--- src/hdl/wpp_pkg.sv ---
// ============================================================================
// wpp_pkg
// Shared constants, register codes and configuration type of the wedge
// point projection unit.
// ============================================================================
package wpp_pkg;

    localparam int COORD_WIDTH_DEF = 20;
    localparam int REG_W           = 20;
    localparam int DIR_W           = 16;
    localparam int OFFSET_W        = 19;
    localparam int TRIG_W          = 16;
    localparam int CFG_DATA_W      = 60;
    localparam int CFG_IDX_W       = 3;

    // register indexes
    localparam logic [CFG_IDX_W-1:0] REG_PLANE_Z       = 3'd0;
    localparam logic [CFG_IDX_W-1:0] REG_AXIS_ORIGIN   = 3'd1;
    localparam logic [CFG_IDX_W-1:0] REG_AXIS_DIR      = 3'd2;
    localparam logic [CFG_IDX_W-1:0] REG_RADIAL_OFFSET = 3'd3;
    localparam logic [CFG_IDX_W-1:0] REG_SIN_HALF      = 3'd4;
    localparam logic [CFG_IDX_W-1:0] REG_COS_HALF      = 3'd5;
    localparam logic [CFG_IDX_W-1:0] REG_REVOLVE       = 3'd6;

    // reset values
    localparam logic signed [DIR_W-1:0] DIR_X_RST = 16'sd16384;
    localparam logic [TRIG_W-1:0]       SIN_RST   = 16'd1429;
    localparam logic [TRIG_W-1:0]       COS_RST   = 16'd32737;

    typedef struct packed {
        logic signed [REG_W-1:0] plane_z;
        logic signed [REG_W-1:0] ox;
        logic signed [REG_W-1:0] oy;
        logic signed [REG_W-1:0] oz;
        logic signed [DIR_W-1:0] dx;
        logic signed [DIR_W-1:0] dy;
        logic signed [DIR_W-1:0] dz;
        logic [OFFSET_W-1:0]     offset;
        logic [TRIG_W-1:0]       sin_ha;
        logic [TRIG_W-1:0]       cos_ha;
        logic                    revolve;
    } t_cfg;

    // register contents after reset
    localparam t_cfg CFG_RST = '{
        plane_z: '0, ox: '0, oy: '0, oz: '0,
        dx: DIR_X_RST, dy: '0, dz: '0,
        offset: '0, sin_ha: SIN_RST, cos_ha: COS_RST, revolve: 1'b0
    };

    // width of a coordinate that holds both points and register values
    function automatic int wpp_cw(int w);
        return (w > REG_W) ? w : REG_W;
    endfunction

endpackage

--- src/hdl/wpp_sqrt.sv ---
// ============================================================================
// wpp_sqrt
// Pipelined integer square root, one root bit per stage, floor result,
// with a sideband word carried alongside.
// ============================================================================
module wpp_sqrt #(
    parameter int M   = wpp_pkg::COORD_WIDTH_DEF + 2,
    parameter int SBW = 8
) (
    input  logic             i_clk,
    input  logic             i_rst_n,
    input  logic             i_en,
    input  logic             i_vld,
    input  logic [2*M-1:0]   i_rad,
    input  logic [SBW-1:0]   i_side,
    output logic             o_vld,
    output logic [M-1:0]     o_root,
    output logic [SBW-1:0]   o_side
);
    logic           r_vld  [M];
    logic [M:0]     r_rem  [M];
    logic [M-1:0]   r_root [M];
    logic [2*M-1:0] r_rad  [M];
    logic [SBW-1:0] r_sb   [M];

    for (genvar k = 0; k < M; k++) begin : g_stage
        logic           vld_in;
        logic [M:0]     rem_in;
        logic [M-1:0]   root_in;
        logic [2*M-1:0] rad_in;
        logic [SBW-1:0] sb_in;
        logic [M+2:0]   n_shift;
        logic [M+2:0]   n_trial;
        logic           n_take;

        if (k == 0) begin : g_first
            assign vld_in  = i_vld;
            assign rem_in  = '0;
            assign root_in = '0;
            assign rad_in  = i_rad;
            assign sb_in   = i_side;
        end else begin : g_next
            assign vld_in  = r_vld[k-1];
            assign rem_in  = r_rem[k-1];
            assign root_in = r_root[k-1];
            assign rad_in  = r_rad[k-1];
            assign sb_in   = r_sb[k-1];
        end

        // bring down two radicand bits and try the next root bit
        always_comb begin
            n_shift = {rem_in, rad_in[2*M-1 -: 2]};
            n_trial = (M+3)'({root_in, 2'b01});
            n_take  = (n_shift >= n_trial);
        end

        always_ff @(posedge i_clk) begin
            if (!i_rst_n) begin
                r_vld[k] <= 1'b0;
            end else if (i_en) begin
                r_vld[k] <= vld_in;
            end
        end

        always_ff @(posedge i_clk) begin
            if (i_en) begin
                r_rem[k]  <= n_take ? (M+1)'(n_shift - n_trial) : n_shift[M:0];
                r_root[k] <= {root_in[M-2:0], n_take};
                r_rad[k]  <= {rad_in[2*M-3:0], 2'b00};
                r_sb[k]   <= sb_in;
            end
        end
    end

    assign o_vld  = r_vld[M-1];
    assign o_root = r_root[M-1];
    assign o_side = r_sb[M-1];

endmodule

--- config.mk ---
export PLATFORM = sky130hd
export DESIGN_NAME = wpp_sqrt
export DESIGN_NICKNAME = d
export VERILOG_FILES = /design/src/hdl/wpp_pkg.sv /design/src/hdl/wpp_sqrt.sv
export SDC_FILE = /design/constraint.sdc
export NUM_CORES = 2
export LEC_CHECK = 0
export ABC_AREA = 1
export BUFFER_PORTS_ARGS = -buffer_cell sky130_fd_sc_hd__buf_2
export CORE_MARGIN = 2
export CORE_UTILIZATION = 30
export CTS_CLUSTER_DIAMETER = 60
export DETAILED_ROUTE_END_ITERATION = 8
export PLACE_DENSITY_LB_ADDON = 0.12
export SETUP_SLACK_MARGIN = 0.1
export SLEW_MARGIN = 20
export SYNTH_ARGS = -nofsm -noshare
export SYNTH_HDL_FRONTEND = slang
export SYNTH_SLANG_ARGS = --single-unit
--- constraint.sdc ---
create_clock -name i_clk -period 5.87 [get_ports i_clk]
set_input_delay 0 -clock i_clk [delete_from_list [all_inputs] [get_ports i_clk]]
set_output_delay 0 -clock i_clk [all_outputs]
set_load 0.1 [all_outputs]
==> flow_metrics.py <==
metrics = {
    "synth": {
        "ys_seq_area_frac": 0.586,
        "synth_compound_area_frac": 0.0369,
        "synth_flop_cell": "edfxtp_1",
        "synth_cells": 7433,
        "avgSynthCellArea_um2": 9.43,
        "synthSimpleGateAreaFrac": 0.231,
        "muxShareOfSynthArea": 0,
        "synth_top_family_by_area": "simple AND/OR/NAND/NOR gates",
        "synth-seq-cells": 1367,
        "ys_types": 48,
        "ys.warnings.count": 0,
        "synth-edff-count": 1366,
        "synth_nets": 7765,
        "synthAdderAreaFrac": 0.0493,
        "syn_area_mm2": 0.0701,
        "synth_top_area_cell": "edfxtp_1",
        "synthArstFlopShare": 0,
        "synth_top_area_frac": 0.585,
        "synth_xor_area_frac": 0.0230,
        "synthTopCellsByArea": "edfxtp_1 59%, nand2_1 13%, inv_1 6.4%",
    },
    "final_layout": {
        "layoutNonFillerInstCount": 10934,
        "nets": 8089,
        "drive_gt1_frac": 0.0707,
        "final_util": 0.347,
        "layout_common_cells": "2408 x nand2_1, 1366 x edfxtp_1, 1199 x inv_1",
        "final_common_cell": "nand2_1",
        "syn2layout_area_growth_pct": 15.0,
        "fill_cells": 23662,
        "design_area_mm2": 0.0806,
    },
    "route": {
        "wl_met3_mm": 6.39,
        "wl_met2_mm": 82.6,
        "drtIter0Drc": 3333,
        "ant_nets": 0,
        "vias_per_cell": 4.45,
        "routed-via-count": 48680,
        "met1Wirelength_mm": 82.4,
        "drc": 0,
        "wl_mm": 177,
        "maxUsedRoutingLayer": "met5",
        "wl_per_cell_um": 16.1,
        "first_pass_iters": 6,
    },
    "global_route": {
        "groute.usage.overall": 0.148,
        "antenna_found_initial": 3,
        "grt_pass1_wl_mm": 276,
        "grt_pass1_vias": 47937,
        "grt_overflow": 0,
        "grt_max_degree": 168,
    },
    "sta": {
        "finClkSkew_ns": 0.0430,
        "fmax_mhz": 330,
        "setup_tns_ns": 0,
        "min_period_ns": 3.03,
        "finalCritPeriodShare": 0.516,
        "hold_viol": 0,
        "setup_viol": 0,
        "finalMaxSlewViolations": 0,
        "worstMarginPinSlew_ns": 1.10,
        "relSlewSlack": 0.268,
        "rsz0062_at_grt": "no",
    },
    "die": {
        "fp.dieW_um": 487,
        "die-area_mm2": 0.237,
        "dieHeight_um": 487,
        "num_io_pins": 87,
        "initial_core_util": 0.302,
        "num_rows": 177,
        "core_mm2": 0.232,
    },
    "clock_tree": {
        "numCtsBuffers": 171,
        "cts_tree": "done",
        "clock_latency_ns": 0.82,
        "clock_sinks": 1367,
        "post_cts_buffers": 0,
        "clock-root-buffer": "clkbuf_16",
        "path_clk_slew_ns": 0.06,
        "clk_path_buf_depth": 3,
        "htreeDepth": 4,
    },
    "critical_path": {
        "path_cells": "inv_1 > ha_1 > a21oi_1 > o21ai_0 > a21oi_2 > nand4_1 > nand2_1 > nand2_1",
        "worstSetupPathType": "reg -> reg",
        "cp.arrival_ns": 3.56,
        "crit_path_end_kind": "flop",
        "startpoint_type": "flop",
        "critPathMaxFanout": 20,
        "cpMaxStageDelayCell": "nand4_1",
        "rrSetupSlack_ns": 2.84,
        "cpPeakStageDelay_ns": 0.81,
        "cpMostUsedCell": "nand2_1",
        "required_ns": 6.40,
    },
    "hold_path": {
        "min_path_type": "in -> reg",
    },
    "run": {
        "maxCapViolations": 0,
    },
    "status": {
        "status": "complete, no violations",
    },
    "power": {
        "p_int_mw": 19.5,
        "p_clk_frac": 0.369,
        "pwr-share-comb": 0.179,
        "pwr_density_cell_mw_per_mm2": 345,
        "p_sw_frac": 0.297,
        "power_switching_mw": 8.26,
        "seqPwrFrac": 0.452,
        "p_leak_nw": 34.7,
        "irDropWorstVdd_v": 0.000194,
    },
    "place": {
        "portBuffers": 86,
        "dp_cells": 10516,
        "placed_area_mm2": 0.0740,
        "globalplace.congestion": 0.836,
        "place_hpwl_mm": 133,
    },
}
-- critical path, delay by kind of cell (launching register included) --
family / cells / cell delay, ns
adders and majority gates: 1 / 0.35
buffers and inverters: 1 / 0.06
AOI/OAI and AO/OA: 3 / 0.69
DFF: 1 / 0.41
and+or+nand+nor: 3 / 1.22
-- timing repair --
action                                 in CTS  in global routing
resized for setup                           0                  0
hold buffers                              111                  0
endpoints found under the hold margin     200                  0
-- flip-flops by register name, indices dropped and copies added, names as in the netlist --
signal  cells
r_rem     454
r_sb      176
r_root    253
r_rad     462
r_vld      22
-- synthesized netlist by cell type (76+ instances only) --
| library cell | n |
|---|---|
| nand2_1 | 2408 |
| edfxtp_1 | 1366 |
| inv_1 | 1199 |
| nor2_1 | 654 |
| nand3_1 | 402 |
| ha_1 | 276 |
| a21oi_1 | 233 |
| nand4_1 | 113 |
| xor2_1 | 108 |
| o21ai_0 | 98 |
| nand3b_1 | 88 |
| xnor2_1 | 76 |
-- routing by layer --
| metal | GRT usage | vias up |
|---|---|---|
| li1 | - | 24911 |
| met2 | 0.245 | 796 |
| met5 | 0 | - |
| met4 | 0.0502 | 4 |
| met3 | 0.0219 | 285 |
| met1 | 0.198 | 22684 |
-- cell families (layout without fill, tap and decap cells) --
kind of cell             Yosys count  in the layout
adder cells (fa/ha/maj)          276            276
other                              1              3
buffers and inverters           1294           1750
AO/OA/AOI/OAI                    458            458
AND/OR/NAND/NOR                 3853           3853
flip-flops                      1367           1367
XOR/XNOR                         184            184
-- area by class of cell --
class                   count  area, µm²  area share
diodes                      2       5.00   0.0000621
inverters                1231       4620      0.0573
clock inverters           108       1130      0.0140
flip-flops and latches   1367      41000       0.509
well taps                3043       3810      0.0472
repair buffers            214       1770      0.0220
clock buffers             197       4400      0.0546
multi-input cells        4772      23800       0.296
-- final timing paths --
kind,cells past startpoint,startpoint,endpoint
max reg2reg,8,r_root[0][114],r_rem[0][143]
max,8,r_root[0][114],r_rem[0][143]
min,2,i_en,r_rad[0][23]
min reg2reg,0,r_rad[1][200],r_rad[1][244]
-- power groups by stage --
stage | Combinational (mW) | Clock [mW] | Sequential (mW)
floorplan | 3.43 | 0 | 12.5
global placement | 4.97 | 0 | 12.8
detailed placement | 4.97 | 0 | 12.8
CTS | 5.05 | 10.7 | 12.6
global route | 5.72 | 11.0 | 12.7
finish | 4.99 | 10.2 | 12.6
-- through the flow --
step           worst slack, ns  total power [mW]  hold WS, ns
2_1_floorplan             3.88              15.9       0.0989
3_3_place_gp              2.79              17.8        0.176
3_5_place_dp              2.80              17.8        0.178
4_1_cts                   2.76              28.3        0.222
5_1_grt                   2.51              29.4        0.234
6_report                  2.84              27.8        0.257
No activity file was read; power rests on OpenSTA's default activity.
