## src/hdl/wpp_pkg.sv

```systemverilog
// ============================================================================
// wpp_pkg
// Shared constants, register codes and configuration type of the wedge
// point projection unit.
// ============================================================================
package wpp_pkg;

    localparam int COORD_WIDTH_DEF = 20;
    localparam int REG_W           = 20;
    localparam int DIR_W           = 16;
    localparam int OFFSET_W        = 19;
    localparam int TRIG_W          = 16;
    localparam int CFG_DATA_W      = 60;
    localparam int CFG_IDX_W       = 3;

    // register indexes
    localparam logic [CFG_IDX_W-1:0] REG_PLANE_Z       = 3'd0;
    localparam logic [CFG_IDX_W-1:0] REG_AXIS_ORIGIN   = 3'd1;
    localparam logic [CFG_IDX_W-1:0] REG_AXIS_DIR      = 3'd2;
    localparam logic [CFG_IDX_W-1:0] REG_RADIAL_OFFSET = 3'd3;
    localparam logic [CFG_IDX_W-1:0] REG_SIN_HALF      = 3'd4;
    localparam logic [CFG_IDX_W-1:0] REG_COS_HALF      = 3'd5;
    localparam logic [CFG_IDX_W-1:0] REG_REVOLVE       = 3'd6;

    // reset values
    localparam logic signed [DIR_W-1:0] DIR_X_RST = 16'sd16384;
    localparam logic [TRIG_W-1:0]       SIN_RST   = 16'd1429;
    localparam logic [TRIG_W-1:0]       COS_RST   = 16'd32737;

    typedef struct packed {
        logic signed [REG_W-1:0] plane_z;
        logic signed [REG_W-1:0] ox;
        logic signed [REG_W-1:0] oy;
        logic signed [REG_W-1:0] oz;
        logic signed [DIR_W-1:0] dx;
        logic signed [DIR_W-1:0] dy;
        logic signed [DIR_W-1:0] dz;
        logic [OFFSET_W-1:0]     offset;
        logic [TRIG_W-1:0]       sin_ha;
        logic [TRIG_W-1:0]       cos_ha;
        logic                    revolve;
    } t_cfg;

    // register contents after reset
    localparam t_cfg CFG_RST = '{
        plane_z: '0, ox: '0, oy: '0, oz: '0,
        dx: DIR_X_RST, dy: '0, dz: '0,
        offset: '0, sin_ha: SIN_RST, cos_ha: COS_RST, revolve: 1'b0
    };

    // width of a coordinate that holds both points and register values
    function automatic int wpp_cw(int w);
        return (w > REG_W) ? w : REG_W;
    endfunction

endpackage

```

## src/hdl/wpp_back.sv

```systemverilog
// ============================================================================
// wpp_back
// Three stage back end: radius, wedge lift, revolve rotation, saturation
// and the output register.
// ============================================================================
module wpp_back #(
    parameter int W = wpp_pkg::COORD_WIDTH_DEF
) (
    input  logic                 i_clk,
    input  logic                 i_rst_n,
    input  logic                 i_en,
    input  logic                 i_vld,
    input  logic [W+1:0]         i_root,
    input  logic [3*(wpp_pkg::wpp_cw(W)+10)+3*(W+2)+2*W+1:0] i_side,
    input  wpp_pkg::t_cfg        i_cfg,
    output logic                 o_vld,
    output logic signed [W-1:0]  o_x,
    output logic signed [W-1:0]  o_y,
    output logic signed [W-1:0]  o_z,
    output logic                 o_onp,
    output logic                 o_sat
);
    import wpp_pkg::*;

    localparam int AW  = wpp_cw(W) + 10;
    localparam int RW  = W + 2;
    localparam int M   = W + 2;
    localparam int RDW = ((M > OFFSET_W) ? M : OFFSET_W) + 1;
    localparam int LPW = RDW + TRIG_W;
    localparam int RTW = RW + TRIG_W + 1;
    localparam int XW  = ((AW > LPW) ? AW : LPW) + 2;

    localparam logic signed [RTW-1:0] ROT_HALF = RTW'(1) <<< 14;
    localparam logic [LPW:0]          LFT_HALF = (LPW+1)'(1) << 14;
    localparam logic signed [XW-1:0]  OMAX     = (XW'(1) <<< (W-1)) - 1;
    localparam logic signed [XW-1:0]  OMIN     = -OMAX - 1;

    // sideband fields
    logic signed [AW-1:0] s_a0, s_a1, s_a2;
    logic signed [RW-1:0] s_r0, s_r1, s_r2;
    logic signed [W-1:0]  s_px, s_py;
    logic                 s_onp, s_neg;

    assign {s_a2, s_a1, s_a0, s_r2, s_r1, s_r0, s_py, s_px, s_onp, s_neg} = i_side;

    logic                  r1_vld, r2_vld, r3_vld;
    logic [RDW-1:0]        r1_radius;
    logic signed [RTW-1:0] r1_rot0, r1_rot1, r1_rot2;
    logic signed [AW-1:0]  r1_a0, r1_a1, r1_a2;
    logic signed [W-1:0]   r1_px, r1_py;
    logic                  r1_onp, r1_neg, r2_onp, r2_neg;
    logic [LPW-1:0]        r2_liftp;
    logic signed [XW-1:0]  r2_res0, r2_res1, r2_res2;
    logic signed [W-1:0]   r3_x, r3_y, r3_z;
    logic                  r3_onp, r3_sat;

    logic signed [RTW-1:0] n_rr0, n_rr1, n_rr2;
    logic signed [XW-1:0]  n_res0, n_res1, n_res2;
    logic [LPW:0]          n_lsum;
    logic signed [XW-1:0]  n_lift;
    logic signed [XW-1:0]  n_z;
    logic                  n_sx, n_sy, n_sz;

    // rotated radial vector or base point
    always_comb begin
        n_rr0 = (r1_rot0 + ROT_HALF) >>> 15;
        n_rr1 = (r1_rot1 + ROT_HALF) >>> 15;
        n_rr2 = (r1_rot2 + ROT_HALF) >>> 15;
        if (i_cfg.revolve) begin
            n_res0 = XW'(r1_a0) + XW'(n_rr0);
            n_res1 = XW'(r1_a1) + XW'(n_rr1);
            n_res2 = XW'(r1_a2) + XW'(n_rr2);
        end else begin
            n_res0 = XW'(r1_px);
            n_res1 = XW'(r1_py);
            n_res2 = XW'(i_cfg.plane_z);
        end
    end

    // signed lift on z and saturation checks
    always_comb begin
        n_lsum = {1'b0, r2_liftp} + LFT_HALF;
        n_lift = XW'(n_lsum >> 15);
        if (r2_onp) begin
            n_z = r2_res2;
        end else if (r2_neg) begin
            n_z = r2_res2 - n_lift;
        end else begin
            n_z = r2_res2 + n_lift;
        end
        n_sx = (r2_res0 > OMAX) || (r2_res0 < OMIN);
        n_sy = (r2_res1 > OMAX) || (r2_res1 < OMIN);
        n_sz = (n_z > OMAX) || (n_z < OMIN);
    end

    always_ff @(posedge i_clk) begin
        if (!i_rst_n) begin
            {r1_vld, r2_vld, r3_vld} <= '0;
        end else if (i_en) begin
            {r1_vld, r2_vld, r3_vld} <= {i_vld, r1_vld, r2_vld};
        end
    end

    always_ff @(posedge i_clk) begin
        if (i_en) begin
            // stage 1: radius and rotation products
            r1_radius <= RDW'(i_root) + RDW'(i_cfg.offset);
            r1_rot0   <= RTW'(s_r0) * RTW'(i_cfg.cos_ha);
            r1_rot1   <= RTW'(s_r1) * RTW'(i_cfg.cos_ha);
            r1_rot2   <= RTW'(s_r2) * RTW'(i_cfg.cos_ha);
            r1_a0     <= s_a0;  r1_a1 <= s_a1;  r1_a2 <= s_a2;
            r1_px     <= s_px;  r1_py <= s_py;
            r1_onp    <= s_onp; r1_neg <= s_neg;
            // stage 2: lift product and unlifted result
            r2_liftp  <= LPW'(r1_radius) * LPW'(i_cfg.sin_ha);
            r2_res0   <= n_res0; r2_res1 <= n_res1; r2_res2 <= n_res2;
            r2_onp    <= r1_onp; r2_neg <= r1_neg;
            // stage 3: output register
            r3_x      <= (r2_res0 > OMAX) ? W'(OMAX) : (r2_res0 < OMIN) ? W'(OMIN)
                                                                        : W'(r2_res0);
            r3_y      <= (r2_res1 > OMAX) ? W'(OMAX) : (r2_res1 < OMIN) ? W'(OMIN)
                                                                        : W'(r2_res1);
            r3_z      <= (n_z > OMAX) ? W'(OMAX) : (n_z < OMIN) ? W'(OMIN) : W'(n_z);
            r3_onp    <= r2_onp;
            r3_sat    <= n_sx || n_sy || n_sz;
        end
    end

    assign o_vld = r3_vld;
    assign o_x   = r3_x;
    assign o_y   = r3_y;
    assign o_z   = r3_z;
    assign o_onp = r3_onp;
    assign o_sat = r3_sat;

    // a held result stays while the pipe is frozen
    a_hold: assert property (@(posedge i_clk) disable iff (!i_rst_n)
        (i_rst_n && r3_vld && !i_en) |=> r3_vld)
        else $error("result dropped during stall");

    // an item in stage 2 reaches the output register when the pipe moves
    a_adv: assert property (@(posedge i_clk) disable iff (!i_rst_n)
        (i_rst_n && i_en && r2_vld) |=> r3_vld)
        else $error("item lost between last stages");

    // a bubble never turns into a result
    a_bubble: assert property (@(posedge i_clk) disable iff (!i_rst_n)
        (i_rst_n && i_en && !r2_vld) |=> !r3_vld)
        else $error("result invented from a bubble");

endmodule

```

## config.mk

```make
export PLATFORM = sky130hd
export DESIGN_NAME = wpp_back
export DESIGN_NICKNAME = d
export VERILOG_FILES = /design/src/hdl/wpp_pkg.sv /design/src/hdl/wpp_back.sv
export SDC_FILE = /design/constraint.sdc
export NUM_CORES = 2
export LEC_CHECK = 0
export BUFFER_PORTS_ARGS = -buffer_cell sky130_fd_sc_hd__clkbuf_2
export CAP_MARGIN = 30
export CORE_AREA = 5 5 377 379
export DETAILED_ROUTE_END_ITERATION = 7
export DIE_AREA = 0 0 382 384
export PLACE_DENSITY = 0.77
export SKIP_LAST_GASP = 1
export SLEW_MARGIN = 20
export SYNTH_ARGS = -nofsm -noshare
export SYNTH_HDL_FRONTEND = slang
export SYNTH_SLANG_ARGS = --single-unit
```

## constraint.sdc

```tcl
create_clock -name i_clk -period 8.7 [get_ports i_clk]
set_clock_uncertainty 0.2 [all_clocks]
set_input_delay 0.435 -clock i_clk [delete_from_list [all_inputs] [get_ports i_clk]]
set_output_delay 0.435 -clock i_clk [all_outputs]
set_load 0.02 [all_outputs]
```

==> run metrics <==
register clock-pin slew on the reported worst setup and hold paths 0.06 ns; worst min path class in -> reg; HPWL reported at the end of detailed placement 149.0 mm; Placer Congestion 0.9643; Post-Syn Area 0.07270 mm2; maximum clock insertion buffer count 3; Initial Util 0.5249; slowest stage delay, CP 0.77 ns; share of post-route cells with drive strength above 1 0.07730; total vias in the final route 53,960; initial antenna violation count 30; endpoints failing setup 0; worst r2r src r2_liftp[14]$_DFFE_PP_; Placed Instances 9,492; post-synth cell types 99; # IOs 467; Core Area 0.1385 mm2; post-CTS setup buffers 0; critical path class reg -> reg; Hold Path Origin i_cfg[162]; Worst setup EP type flip-flop; post-cts sizing count 0; Slew HR 0.3207; 1st-iter DRT viols 3,347; Max stage delay cell, worst path o311ai_4; P&R area growth vs syn 9.371%; nets@finish 10,180; met2 wire length 93.93 mm; die area 0.1467 mm2; Routed WL per cell 19.42 um; Port Buffers 358; antenna violation net count after detailed routing 0; chip width 382 um; worst path arrival time 8.08 ns; final worst path period need 7.848 ns; Seq/Total Area, Yosys 0.1710; Crit Path Max Fanout 19; Cells after Synth 7,544; largest net degree at the start of global routing 89; commonest non-fill, non-tap cell in the layout inv_1; startpoint types flip-flop; WP data required 8.93 ns; top layer in use met5; Syn Nets 9,832; R2R Setup Slk 0.85 ns; most frequent cells in the layout inv_1, fa_1, nand2_1, and2_1, ha_1; post-route setup TNS 0 ns; grt total ovfl 0; Post-Layout Cell Count 9,755; fmax 127.4 MHz; Clock Sinks 415; Via density 5.532; Ys Warns 0; CTS tree yes; Remaining DRCs 0; outcome completed; Final Hold Viols 0; vias in the first global route 59,130; Pre-antenna DRT Iters 6; total track usage 0.2610; H-tree Lvls 2; CP startpoint r2_liftp[14]$_DFFE_PP_; first-pass GRT wire length 306.0 mm; CTS Root Cell clkbuf_16; Die H 384 um; most frequent CP cell nand2_1; Post-synth EDFFs 412; Final period util 0.9020; synthesized area per cell 9.637 um2; final wirelength 189.4 mm; ys flop type edfxtp_1; Post-CTS Hold Fix Bufs 157; Slew @ Worst Pin 1.019 ns; M1 WL 71.42 mm; metal3 WL 13.40 mm; Slew Limit Fails 0; max-cap violation count 0; RSZ-0062 raised after global routing false; Num CTS Buffers 46; worst skew pair latency 0.63 ns; Yosys reg bits 415; Site Rows 137; ys async rst share 0
[cells by family after synthesis]
group,Yosys count,synth area share
adders and majority gates,1884,0.4623
AOI/OAI and AO/OA,788,0.07323
and+or+nand+nor,2235,0.1500
xor gates and xnor gates,328,0.03952
DFF,415,0.1710
buffers and inverters,1838,0.09542
muxes,56,0.008519
[stage by stage]
stage | hold slack (ns) | worst slack [ns] | area [um2] | util
final | 0.05699 | 0.8525 | 79510 | 0.5741
after global routing | 0.05431 | 0.2868 | 79500 | 0.5740
after detailed placement | 0.2077 | 0.6920 | 76330 | 0.5511
after floorplan | 0.2003 | 1.609 | 72700 | -
after CTS | 0.02568 | 0.9136 | 79430 | 0.5735
after global placement | 0.2063 | 0.8206 | 76290 | 0.5509
[cell type report]
type,instances,area [um2]
antenna,18,45.04
clock buffer,50,1166
clock inverter,36,367.9
fill,11530,58990
inverter,1540,5781
multi-input combinational,5291,53360
sequential,415,12430
tap,1807,2261
timing repair buffer,598,4098
[state kept, by name, summed over array words and instances, names as in the netlist, 20 cells and up]
register	cells
o_z	20
r1_py	20
r1_a0	30
r1_a1	30
r2_res1	31
r1_rot1	25
o_x	20
r1_rot0	25
o_y	20
r1_px	20
r2_liftp	25
r1_rot2	25
r2_res2	31
r2_res0	31
r1_a2	30
r1_radius	23
[final timing paths]
kind | depth (start not counted) | to
max | 25 | o_z[0]$_SDFFCE_PN1P_
min | 3 | r2_res2[2]$_DFFE_PP_
max reg2reg | 25 | o_z[0]$_SDFFCE_PN1P_
min reg2reg | 0 | r2_neg$_DFFE_PP_
[layer usage]
layer  track usage  vias to the layer above
met1        0.3167                    27020
met4        0.1294                       12
met3       0.04124                      609
met5             0                        -
met2        0.4545                     2110
li1              -                    24210
[cells in the mapped netlist, drive strengths merged (94+ instances only)]
| library cell | n | area share |
|---|---|---|
| inv | 1540 | 0.080 |
| fa | 1337 | 0.37 |
| nand2 | 1021 | 0.053 |
| and2 | 581 | 0.050 |
| ha | 547 | 0.094 |
| edfxtp | 412 | 0.17 |
| clkbuf | 282 | 0.015 |
| xnor2 | 225 | 0.027 |
| nor2 | 202 | 0.011 |
| a21oi | 198 | 0.014 |
| o21ai | 129 | 0.0089 |
| a21o | 128 | 0.013 |
| xor2 | 103 | 0.012 |
| nand3 | 94 | 0.0067 |
[critical path: cells and delay by family (launching register included)]
kind / cells / cell delay (ns)
and+or+nand+nor: 10 / 2.26
xor gates and xnor gates: 1 / 0.16
adders and majority gates: 2 / 0.73
AOI/OAI and AO/OA: 11 / 3.69
buffers and inverters: 1 / 0.17
DFF: 1 / 0.45
Power is left out: the tool's default activity adds up to more than one toggle a clock period on the data nets, which glitch-free logic cannot reach.
